**config.mk**
```make
export PLATFORM = sky130hd
export DESIGN_NAME = table_driven_timeout_state_sequencer
export DESIGN_NICKNAME = d
export VERILOG_FILES = /design/src/rtl/tdtss_pkg.sv /design/src/rtl/table_driven_timeout_state_sequencer.sv
export SDC_FILE = /design/constraint.sdc
export NUM_CORES = 2
export LEC_CHECK = 0
export BUFFER_PORTS_ARGS = -buffer_cell sky130_fd_sc_hd__buf_2
export CORE_MARGIN = 2
export CORE_UTILIZATION = 55
export CTS_CLUSTER_DIAMETER = 60
export DETAILED_ROUTE_END_ITERATION = 6
export GPL_ROUTABILITY_DRIVEN = 0
export PLACE_DENSITY = 0.8
export SLEW_MARGIN = 20
export SYNTH_ARGS = -nofsm -noshare
export SYNTH_HDL_FRONTEND = slang
export SYNTH_SLANG_ARGS = --single-unit
```
**constraint.sdc**
```tcl
create_clock -name clk -period 10.5 [get_ports clk]
set_input_delay 1.05 -clock clk [delete_from_list [all_inputs] [get_ports clk]]
set_output_delay 1.05 -clock clk [all_outputs]
set_load 0.02 [all_outputs]
```
**src/rtl/tdtss_pkg.sv**
```systemverilog
// Shared constants, codes and types of the timeout state sequencer.
package tdtss_pkg;

	localparam int STATE_COUNT = 16;
	localparam int STATE_W     = 8;
	localparam int TIME_W      = 32;
	localparam int ENTRY_W     = 4;
	localparam int CFG_INDEX_W = 1;
	localparam int CFG_DATA_W  = 8;
	localparam int ADDR_W      = (STATE_COUNT > 1) ? $clog2(STATE_COUNT) : 1;
	localparam int CNT_W       = $clog2(TIME_W);

	localparam logic [STATE_W-1:0] STATE_NONE        = '0;
	localparam logic [STATE_W-1:0] START_STATE_RESET = STATE_W'(1);
	localparam logic [STATE_W-1:0] HOLD_CODE_RESET   = '1;

	typedef enum logic {
		OP_STEP  = 1'b0,
		OP_WRITE = 1'b1
	} op_t;

	typedef enum logic [CFG_INDEX_W-1:0] {
		REG_HOLD_CODE   = 1'b0,
		REG_START_STATE = 1'b1
	} cfg_reg_t;

	typedef enum logic [2:0] {
		S_IDLE,
		S_DECIDE,
		S_NEXT,
		S_LOAD,
		S_DIV,
		S_ADD,
		S_FINISH
	} seq_state_t;

endpackage

```
**src/rtl/table_driven_timeout_state_sequencer.sv**
```systemverilog
// Table-driven timeout state sequencer: descriptor memory, control sequencer and serial remainder.
//
// One item is taken at a time. A descriptor write goes from its transfer straight to the S_FINISH
// state. A step that only holds or does nothing passes S_DECIDE; a step that enters a state with
// a fixed timeout also passes S_LOAD, and S_NEXT before it when the entry comes from timer expiry
// (the successor is read from the descriptor memory first). A step that enters a state with a
// random timeout then passes S_DIV and S_ADD: the remainder of the random word by the timeout span
// is formed one bit per cycle, and this loop sets the rate. A new item is taken as soon as the
// previous result has gone to the output register, even if that result is still waiting. The
// descriptor memory is not cleared; an entry must be written before its state is entered.
// After reset the block is in state 1 with no timer running.
module table_driven_timeout_state_sequencer (
	input  logic                                  clk,
	input  logic                                  arst_n,
	// Item channel.
	input  logic                                  in_valid,
	output logic                                  in_stall,
	input  logic                                  op,
	input  logic [tdtss_pkg::TIME_W-1:0]          now,
	input  logic [tdtss_pkg::STATE_W-1:0]         requested_state,
	input  logic [tdtss_pkg::TIME_W-1:0]          random_word,
	input  logic [tdtss_pkg::ENTRY_W-1:0]         entry_index,
	input  logic [tdtss_pkg::TIME_W-1:0]          entry_timeout_min,
	input  logic [tdtss_pkg::TIME_W-1:0]          entry_timeout_max,
	input  logic [tdtss_pkg::STATE_W-1:0]         entry_timeout_next,
	// Result channel.
	output logic                                  out_valid,
	input  logic                                  out_stall,
	output logic [tdtss_pkg::STATE_W-1:0]         current_state,
	output logic                                  entered,
	output logic                                  by_timeout,
	output logic [tdtss_pkg::TIME_W-1:0]          timeout_loaded,
	// Configuration write channel.
	input  logic                                  cfg_valid,
	output logic                                  cfg_ready,
	input  logic [tdtss_pkg::CFG_INDEX_W-1:0]     cfg_index,
	input  logic [tdtss_pkg::CFG_DATA_W-1:0]      cfg_data
);
	import tdtss_pkg::*;

	seq_state_t state_q, state_d;

	logic [STATE_W-1:0] hold_q, present_q, req_q, target_q, out_state_q;
	logic [TIME_W-1:0]  timeout_q, start_q, now_q, rnd_q, lo_q, span_q, rem_q, tv_new_q;
	logic [TIME_W-1:0]  out_tv_q;
	logic               enter_q, by_to_q, tgt_oob_q;
	logic               out_valid_q, out_entered_q, out_by_to_q;
	logic [CNT_W-1:0]   cnt_q;

	logic [TIME_W-1:0]  min_mem [STATE_COUNT];
	logic [TIME_W-1:0]  max_mem [STATE_COUNT];
	logic [STATE_W-1:0] next_mem [STATE_COUNT];
	logic [TIME_W-1:0]  rd_min_q, rd_max_q;
	logic [STATE_W-1:0] rd_next_q;
	logic               rd_en;
	logic [ADDR_W-1:0]  rd_addr;

	logic               in_acc, out_free, wr_ok;
	logic               do_enter, do_hold, expired, pres_oob, trivial;
	logic [TIME_W-1:0]  elapsed, desc_min, desc_max;
	logic [STATE_W-1:0] desc_next, next_tgt;
	logic [TIME_W:0]    trial;
	logic               trial_ge;

	function automatic logic beyond_table(input logic [STATE_W-1:0] s);
		return 32'(s) >= STATE_COUNT;
	endfunction

	assign in_acc    = in_valid && !in_stall;
	assign out_free  = !out_valid_q || !out_stall;
	assign in_stall  = (state_q != S_IDLE);
	assign cfg_ready = 1'b1;
	assign wr_ok     = 32'(entry_index) < STATE_COUNT;

	assign do_enter = (req_q != STATE_NONE) && (req_q != hold_q);
	assign do_hold  = (req_q != STATE_NONE) && (req_q == hold_q);
	assign elapsed  = now_q - start_q;
	assign expired  = (req_q == STATE_NONE) && (timeout_q != '0) && (elapsed > timeout_q);
	assign pres_oob = beyond_table(present_q);
	assign next_tgt = pres_oob ? STATE_NONE : rd_next_q;

	// A state beyond the table behaves as an all-zero descriptor.
	assign desc_min  = tgt_oob_q ? '0 : rd_min_q;
	assign desc_max  = tgt_oob_q ? '0 : rd_max_q;
	assign desc_next = tgt_oob_q ? STATE_NONE : rd_next_q;
	assign trivial   = (desc_max == '0) || (desc_next == STATE_NONE) || (desc_max == desc_min);

	// One restoring remainder step: shift in the next dividend bit, subtract if it fits.
	assign trial    = {rem_q, rnd_q[TIME_W-1]};
	assign trial_ge = trial >= {1'b0, span_q};

	always_ff @(posedge clk or negedge arst_n) begin
		if (!arst_n) begin
			state_q <= S_IDLE;
		end else begin
			state_q <= state_d;
		end
	end

	always_comb begin
		state_d = state_q;
		rd_en   = 1'b0;
		rd_addr = ADDR_W'(present_q);
		case (state_q)
			S_IDLE: begin
				if (in_acc) begin
					state_d = (op == OP_WRITE) ? S_FINISH : S_DECIDE;
				end
			end
			S_DECIDE: begin
				if (do_enter) begin
					rd_en   = 1'b1;
					rd_addr = ADDR_W'(req_q);
					state_d = S_LOAD;
				end else if (expired) begin
					rd_en   = 1'b1;
					rd_addr = ADDR_W'(present_q);
					state_d = S_NEXT;
				end else begin
					state_d = S_FINISH;
				end
			end
			S_NEXT: begin
				rd_en   = 1'b1;
				rd_addr = ADDR_W'(next_tgt);
				state_d = S_LOAD;
			end
			S_LOAD: begin
				state_d = trivial ? S_FINISH : S_DIV;
			end
			S_DIV: begin
				if (cnt_q == '0) begin
					state_d = S_ADD;
				end
			end
			S_ADD: begin
				state_d = S_FINISH;
			end
			S_FINISH: begin
				if (out_free) begin
					state_d = S_IDLE;
				end
			end
			default: begin
				state_d = S_IDLE;
			end
		endcase
	end

	// Architectural state and the output valid flag.
	always_ff @(posedge clk or negedge arst_n) begin
		if (!arst_n) begin
			hold_q      <= HOLD_CODE_RESET;
			present_q   <= START_STATE_RESET;
			timeout_q   <= '0;
			start_q     <= '0;
			out_valid_q <= 1'b0;
		end else begin
			// The start register only matters at reset, which restores its default, so a
			// write to it is accepted and has no lasting effect.
			if (cfg_valid && cfg_ready && (cfg_index == REG_HOLD_CODE)) begin
				hold_q <= cfg_data;
			end
			if ((state_q == S_DECIDE) && do_hold && (timeout_q != '0)) begin
				start_q <= now_q;
			end
			if ((state_q == S_FINISH) && out_free && enter_q) begin
				present_q <= target_q;
				timeout_q <= tv_new_q;
				start_q   <= now_q;
			end
			if ((state_q == S_FINISH) && out_free) begin
				out_valid_q <= 1'b1;
			end else if (!out_stall) begin
				out_valid_q <= 1'b0;
			end
		end
	end

	// Working registers of the current item.
	always_ff @(posedge clk) begin
		case (state_q)
			S_IDLE: begin
				if (in_acc) begin
					now_q   <= now;
					req_q   <= requested_state;
					rnd_q   <= random_word;
					enter_q <= 1'b0;
					by_to_q <= 1'b0;
				end
			end
			S_DECIDE: begin
				if (do_enter) begin
					target_q  <= req_q;
					tgt_oob_q <= beyond_table(req_q);
					enter_q   <= 1'b1;
				end else if (expired) begin
					enter_q <= 1'b1;
					by_to_q <= 1'b1;
				end
			end
			S_NEXT: begin
				target_q  <= next_tgt;
				tgt_oob_q <= beyond_table(next_tgt);
			end
			S_LOAD: begin
				lo_q     <= desc_min;
				span_q   <= desc_max - desc_min;
				rem_q    <= '0;
				cnt_q    <= CNT_W'(TIME_W - 1);
				tv_new_q <= ((desc_max == '0) || (desc_next == STATE_NONE)) ? '0 : desc_max;
			end
			S_DIV: begin
				rem_q <= trial_ge ? TIME_W'(trial - {1'b0, span_q}) : trial[TIME_W-1:0];
				rnd_q <= {rnd_q[TIME_W-2:0], 1'b0};
				cnt_q <= cnt_q - 1'b1;
			end
			S_ADD: begin
				tv_new_q <= lo_q + rem_q;
			end
			S_FINISH: begin
				if (out_free) begin
					out_state_q   <= enter_q ? target_q : present_q;
					out_tv_q      <= enter_q ? tv_new_q : timeout_q;
					out_entered_q <= enter_q;
					out_by_to_q   <= by_to_q;
				end
			end
			default: begin
			end
		endcase
	end

	// Descriptor memory: written on a write transfer, read one entry per request.
	always_ff @(posedge clk) begin
		if (in_acc && (op == OP_WRITE) && wr_ok) begin
			min_mem[ADDR_W'(entry_index)]  <= entry_timeout_min;
			max_mem[ADDR_W'(entry_index)]  <= entry_timeout_max;
			next_mem[ADDR_W'(entry_index)] <= entry_timeout_next;
		end
		if (rd_en) begin
			rd_min_q  <= min_mem[rd_addr];
			rd_max_q  <= max_mem[rd_addr];
			rd_next_q <= next_mem[rd_addr];
		end
	end

	assign out_valid      = out_valid_q;
	assign current_state  = out_state_q;
	assign entered        = out_entered_q;
	assign by_timeout     = out_by_to_q;
	assign timeout_loaded = out_tv_q;

	// The partial remainder always stays below the span.
	a_rem_below_span: assert property (@(posedge clk) disable iff (!arst_n)
		(state_q == S_DIV) |-> (rem_q < span_q))
		else $error("remainder not below span");

	// An entry by timer expiry is always reported as an entry.
	a_timeout_is_entry: assert property (@(posedge clk) disable iff (!arst_n)
		out_valid_q |-> (!out_by_to_q || out_entered_q))
		else $error("timeout flag without entry");

	// A descriptor write goes straight to the result and never enters a state.
	a_write_no_entry: assert property (@(posedge clk) disable iff (!arst_n)
		(in_acc && (op == OP_WRITE)) |=> ((state_q == S_FINISH) && !enter_q))
		else $error("descriptor write took the step path");

	// The successor lookup only happens while a timer runs.
	a_next_needs_timer: assert property (@(posedge clk) disable iff (!arst_n)
		(state_q == S_NEXT) |-> (timeout_q != '0) && by_to_q)
		else $error("successor lookup without a running timer");

endmodule

```
* Word-level counts from Yosys, hierarchy flattened
Memories as Yosys holds them, arrays and structs flattened. A register that Yosys moved wholly into a read port is not among the register bits.
Cells that the tools add are included.
** Operators by class
- $add $sub $neg :: 5
- $mul :: 0
- Divide/modulo/power cells :: 0
- Magnitude comparators :: 5
- Equality and inequality tests :: 17
- Shift operators :: 0
- Multiplexer cells :: 42
- Bitwise logic cells :: 1
- Reduce and logical (&&, ||, !) cells :: 38
** Operators with widths (number)
- 32-bit two-way mux :: 8
- 32-bit one-hot mux with 2 select lines :: 3
- 32-bit subtractor :: 3
- 33-bit by 32-bit greater-or-equal comparator with 1-bit output :: 1
- 32-bit adder :: 1
- 32-bit == test :: 1
- 32-bit greater-than comparator :: 1
- 32-bit logical NOT :: 1
- 8-bit two-way mux :: 4
- 32-bit nonzero test :: 1
- 8-bit by 5-bit greater-or-equal comparator with 1-bit output, second input constant :: 3
- 3-bit one-hot mux with 7 select lines :: 1
- 3-bit two-way mux :: 6
- 8-bit logical NOT :: 2
- 8-bit one-hot mux with 2 select lines :: 1
- 2-bit inequality test, second input constant :: 6
- 2-bit nonzero test :: 6
- 1-bit logical AND :: 11
- 1-bit two-way mux :: 11
- 5-bit one-hot mux with 2 select lines :: 1
- 3-bit == test, second input constant :: 3
- 8-bit == test :: 1
- 8-bit inequality test :: 1
- 1-bit one-hot mux with 2 select lines :: 4
- other kinds (18) :: 27
** Word-level totals
- Register bits :: 342
- Bits in latches :: 0
- Bits in writable memories :: 1152
- Memory bits (read-only) :: 0
- Input bits :: 163
- Output and inout bits :: 45
- Word-level logic and storage cells :: 133
- Memories :: 3
** Memories
- max_mem :: depth 16, width 32, rd ports 1, clocked after Yosys merged registers in 1, wr ports 1, RTL line table_driven_timeout_state_sequencer.sv:51 : logic [TIME_W-1:0] max_mem [STATE_COUNT];
- min_mem :: depth 16, width 32, rd ports 1, clocked after Yosys merged registers in 1, wr ports 1, RTL line table_driven_timeout_state_sequencer.sv:50 : logic [TIME_W-1:0] min_mem [STATE_COUNT];
- next_mem :: depth 16, width 8, rd ports 1, clocked after Yosys merged registers in 1, wr ports 1, RTL line table_driven_timeout_state_sequencer.sv:52 : logic [STATE_W-1:0] next_mem [STATE_COUNT];

* Depth between registers and ports, before layout
- Depth in word-level cells :: 6
- Mapped depth :: 22

* Least setup slack after synthesis
Ideal clock, no wire load.
- Path kind :: in2reg
- Start point :: in in_valid
- End point :: mem max_mem[0][0], enable pin
- Library setup time :: 0.592 ns
- Data arrival time :: 7.370 ns
- Data required time :: 9.908 ns
- Setup slack :: 2.538 ns
- Stages on the path :: 5
- Path buffers :: 0
- Cell sequence :: nand2_1 inv_1 nand2_1 or3_1 nor3_1
** Between the ends
- Cells in the longest elaborated chain, start to end :: 4
** RTL lines
- from (decl) :: RTL line table_driven_timeout_state_sequencer.sv:16 : input logic in_valid,
- 1-bit logical AND :: RTL line table_driven_timeout_state_sequencer.sv:69 : assign in_acc = in_valid && !in_stall;
- 1-bit logical AND :: RTL line table_driven_timeout_state_sequencer.sv:236 : if (in_acc && (op == OP_WRITE) && wr_ok) begin
- 1-bit two-way mux :: RTL line table_driven_timeout_state_sequencer.sv:236
- 1-bit two-way mux (implied by the code) :: RTL line table_driven_timeout_state_sequencer.sv:238 : max_mem[ADDR_W'(entry_index)] <= entry_timeout_max;
- to (decl) :: RTL line table_driven_timeout_state_sequencer.sv:51
Every way passes these cells.

* Worst setup path after layout
- Start point :: reg now_q[0]
- End point :: reg rd_max_q[12], read port of max_mem, enable pin
** Between the ends
- Cells in the longest elaborated chain, start to end :: 6
** RTL lines
- from (decl) :: RTL line table_driven_timeout_state_sequencer.sv:44 : logic [TIME_W-1:0] timeout_q, start_q, now_q, rnd_q, lo_q, span_q, rem_q, tv_new_q;
- from (signal assigned) :: RTL line table_driven_timeout_state_sequencer.sv:185 : now_q <= now;
- 32-bit subtractor :: RTL line table_driven_timeout_state_sequencer.sv:77 : assign elapsed = now_q - start_q;
- 32-bit greater-than comparator :: RTL line table_driven_timeout_state_sequencer.sv:78 : assign expired = (req_q == STATE_NONE) && (timeout_q != '0) && (elapsed > timeout_q);
- 1-bit logical AND :: RTL line table_driven_timeout_state_sequencer.sv:78
- 1-bit two-way mux :: RTL line table_driven_timeout_state_sequencer.sv:115 : end else if (expired) begin
- 1-bit two-way mux :: RTL line table_driven_timeout_state_sequencer.sv:111 : if (do_enter) begin
- 1-bit one-hot mux with 2 select lines :: RTL line table_driven_timeout_state_sequencer.sv:104 : case (state_q)
- named net rd_en :: RTL line table_driven_timeout_state_sequencer.sv:55 : logic rd_en;
- to (decl) :: RTL line table_driven_timeout_state_sequencer.sv:53 : logic [TIME_W-1:0] rd_min_q, rd_max_q;
The timed path passes the listed nets, and every way through them passes these cells.
A chain may end at the register's enable or synchronous reset.

==> impl_metrics.json <==
{
  "num_vias": 38810,
  "yosysSeqAreaShare_pct": 67.05,
  "layout_common_cells": "edfxtp_1 (1482), mux2i_1 (1046), nand2_1 (313)",
  "wl_per_cell_um": 23.72,
  "dieArea_um2": 129300,
  "ctsResizeCount": 0,
  "final_area_um2": 77190,
  "synth_flop_cell": "edfxtp_1",
  "num-fill-cells": 8983,
  "crit_type": "register to register",
  "worstSkewPairLatency_ns": 0.79,
  "drc_errors": 1,
  "critPathMaxFanout": 72,
  "grt_overflow": 0,
  "post_dp_cell_area_um2": 71970,
  "p_per_area_nw_per_um2": 314.1,
  "grt_pass1_vias": 38590,
  "outcome": "finished, violations left",
  "multi_input_area_um2": 21060,
  "grt_use_total_pct": 23.71,
  "first_pass_iters": 7,
  "clockRootBuffer": "clkbuf_16",
  "coreArea_um2": 125600,
  "wl_met3_um": 11810,
  "syn2layout_area_growth_pct": 11.02,
  "highest_layer": "met5",
  "setup_viol_count_final": 0,
  "syn_area_per_cell_um2": 15.47,
  "worstHoldPathType": "input port to async pin",
  "ys_types": 87,
  "hold_violations": 0,
  "ys_seq_elements": 1566,
  "async_flop_share_pct": 5.364,
  "io_buffers": 206,
  "violations": "design-rule violations",
  "clkTransAtPathRegs_ns": 0.06,
  "htree_num_levels": 4,
  "antenna_found_initial": 30,
  "dp.cells": 6226,
  "pin_count": 208,
  "cts_tree": "yes",
  "power_leakage_uw": 0.02925,
  "layout_commonest_cell": "edfxtp_1",
  "rsz0062_at_grt": "no",
  "cts_setup_buffers": 0,
  "cts_sinks": 1566,
  "drt-initial-drc-count": 3865,
  "grt_max_degree": 131,
  "cp-end-kind": "register",
  "grt_pass1_wl_um": 232700,
  "fin_crit_sh_pct": 52.70,
  "fmax_mhz": 180.7,
  "synthCells": 4494,
  "layout.nets": 5065,
  "yosysWarnings": 0,
  "path_cells": "inv_1 > ha_1 > inv_1 > fa_1 > a211oi_1 > o21ai_0 > a31oi_1 > a21boi_1 > a31oi_1 > o21ai_1 > a21o_1 > a21oi_1 > xnor2_1 > ha_1 > nand4_1 > nor2_1 > and3_1 > nand3_1 > a31o_2 > o21bai_4 > buf_4",
  "seq_area_um2": 46620,
  "critPathMaxStageDelay_ns": 0.67,
  "min_period_ns": 5.533,
  "fin_setup_tns_ns": 0,
  "critPathLaunchType": "register",
  "critical_path_arrival_ns": 5.91,
  "cts_buffers": 162,
  "fp-row-count": 130,
  "hold_buffers": 0,
  "syn-cell-area_um2": 69520,
  "clockBufferDepth": 3,
  "detail-route-antenna-nets": 0,
  "vias_per_cell": 5.940,
  "routed_wl_um": 155000,
  "die_x_um": 359.5,
  "drv_cap": 0,
  "max_slew_margin_pct": 24.92,
  "synth_edf_count": 1482,
  "drive_gt1_share_pct": 12.80,
  "synth_fp_nets": 4819,
  "worstPathRequired_ns": 10.88,
  "finalMaxSlewViolations": 0,
  "worstMarginPinSlew_ns": 1.126,
  "ir_drop_v": 0.0005012,
  "start_util_pct": 55.37,
  "slowest_stage": "buf_4",
  "dpl.hpwl_um": 91890,
  "die_h_um": 359.5,
  "wl_met1_um": 63400,
  "clock_skew_ns": 0.03520,
  "stdcell_count": 6533,
  "wl_met2_um": 74910
}
[registers in the layout (all words and copies together), names as in the netlist, 3 cells and up]
name / cells
rd_max_q: 32
max_mem: 512
req_q: 8
tv_new_q: 32
min_mem: 512
timeout_loaded: 32
rnd_q: 32
start_q: 32
present_q: 8
next_mem: 128
rd_min_q: 32
span_q: 32
current_state: 8
lo_q: 32
rd_next_q: 8
timeout_q: 32
now_q: 32
cnt_q: 5
state_q: 3
target_q: 8
hold_q: 8
rem_q: 32
[synthesized netlist by cell type (59+ instances only)]
cell type	n	share of area, %
edfxtp_1	1482	64
mux2i_1	1046	15
nand2_1	314	1.7
inv_1	172	0.93
ha_1	158	2.8
o21ai_0	122	0.88
a21oi_1	114	0.82
nor2_1	83	0.45
xnor2_1	76	0.96
dfrtp_1	75	2.7
mux2_2	59	0.96
nor2b_1	59	0.53
[worst paths after layout]
path	start	to	slack, ns	cells past startpoint
setup / recovery	now_q[0]	rd_max_q[12]	4.97	21
hold / removal	arst_n	start_q[9]	0.34	1
setup reg to reg	now_q[0]	rd_max_q[12]	4.97	21
hold reg to reg	by_to_q	by_timeout	0.44	0
max in group asynchronous	arst_n	start_q[21]	9.59	1
min in group clk	by_to_q	by_timeout	0.44	0
[worst max-delay path, delay by kind of cell, from the launching register on]
kind,cells,cell delay (ns)
fa+ha+maj,3,0.89
flops,1,0.37
xor+xnor,1,0.09
simple gates,4,0.60
buf+inv,3,0.80
compound gates,10,2.27
[metrics by stage]
step	utilization [%]	total power (µW)	hold WS [ns]	worst slack [ns]
detailed placement	57.32	18650	0.4414	5.075
CTS	61.45	24230	0.3520	5.053
finish	61.47	24240	0.3381	4.967
global route	61.45	25380	0.4065	4.571
floorplan	-	16340	0.4003	2.538
global placement	57.31	18400	0.4110	5.110
[kinds of logic (layout without fill, tap and decap cells)]
family / count (synthesis) / after routing / synth area share, %
and+or+nand+nor: 667 / 667 / 4.523
DFF: 1566 / 1566 / 67.05
AOI/OAI and AO/OA: 512 / 512 / 4.735
xor gates and xnor gates: 112 / 112 / 1.411
buffers and inverters: 357 / 737 / 2.914
adders and majority gates: 162 / 162 / 2.959
muxes: 1117 / 1117 / 16.40
other: 1 / 10 / 0.005394
[power by group]
part / internal (µW) / total [µW] / switching (µW)
Sequential: 7960 / 8440 / 480
Combinational: 4220 / 10300 / 6030
Clock: 3150 / 5550 / 2400
[final cells by class]
type | count | share of cell area (%)
flip-flops and latches | 1566 | 60.39
multi-input cells | 2571 | 27.28
clock buffers | 201 | 5.591
well taps | 1650 | 2.675
repair buffers | 265 | 2.047
clock inverters | 97 | 1.136
inverters | 174 | 0.8462
diodes | 9 | 0.02918
[layer usage]
metal	track usage (%)	vias to the layer above
met5	0	-
met1	31.89	19290
met3	4.374	327
met4	7.934	30
li1	-	17650
met2	39.14	1514
(Power assumes the default switching activity.)
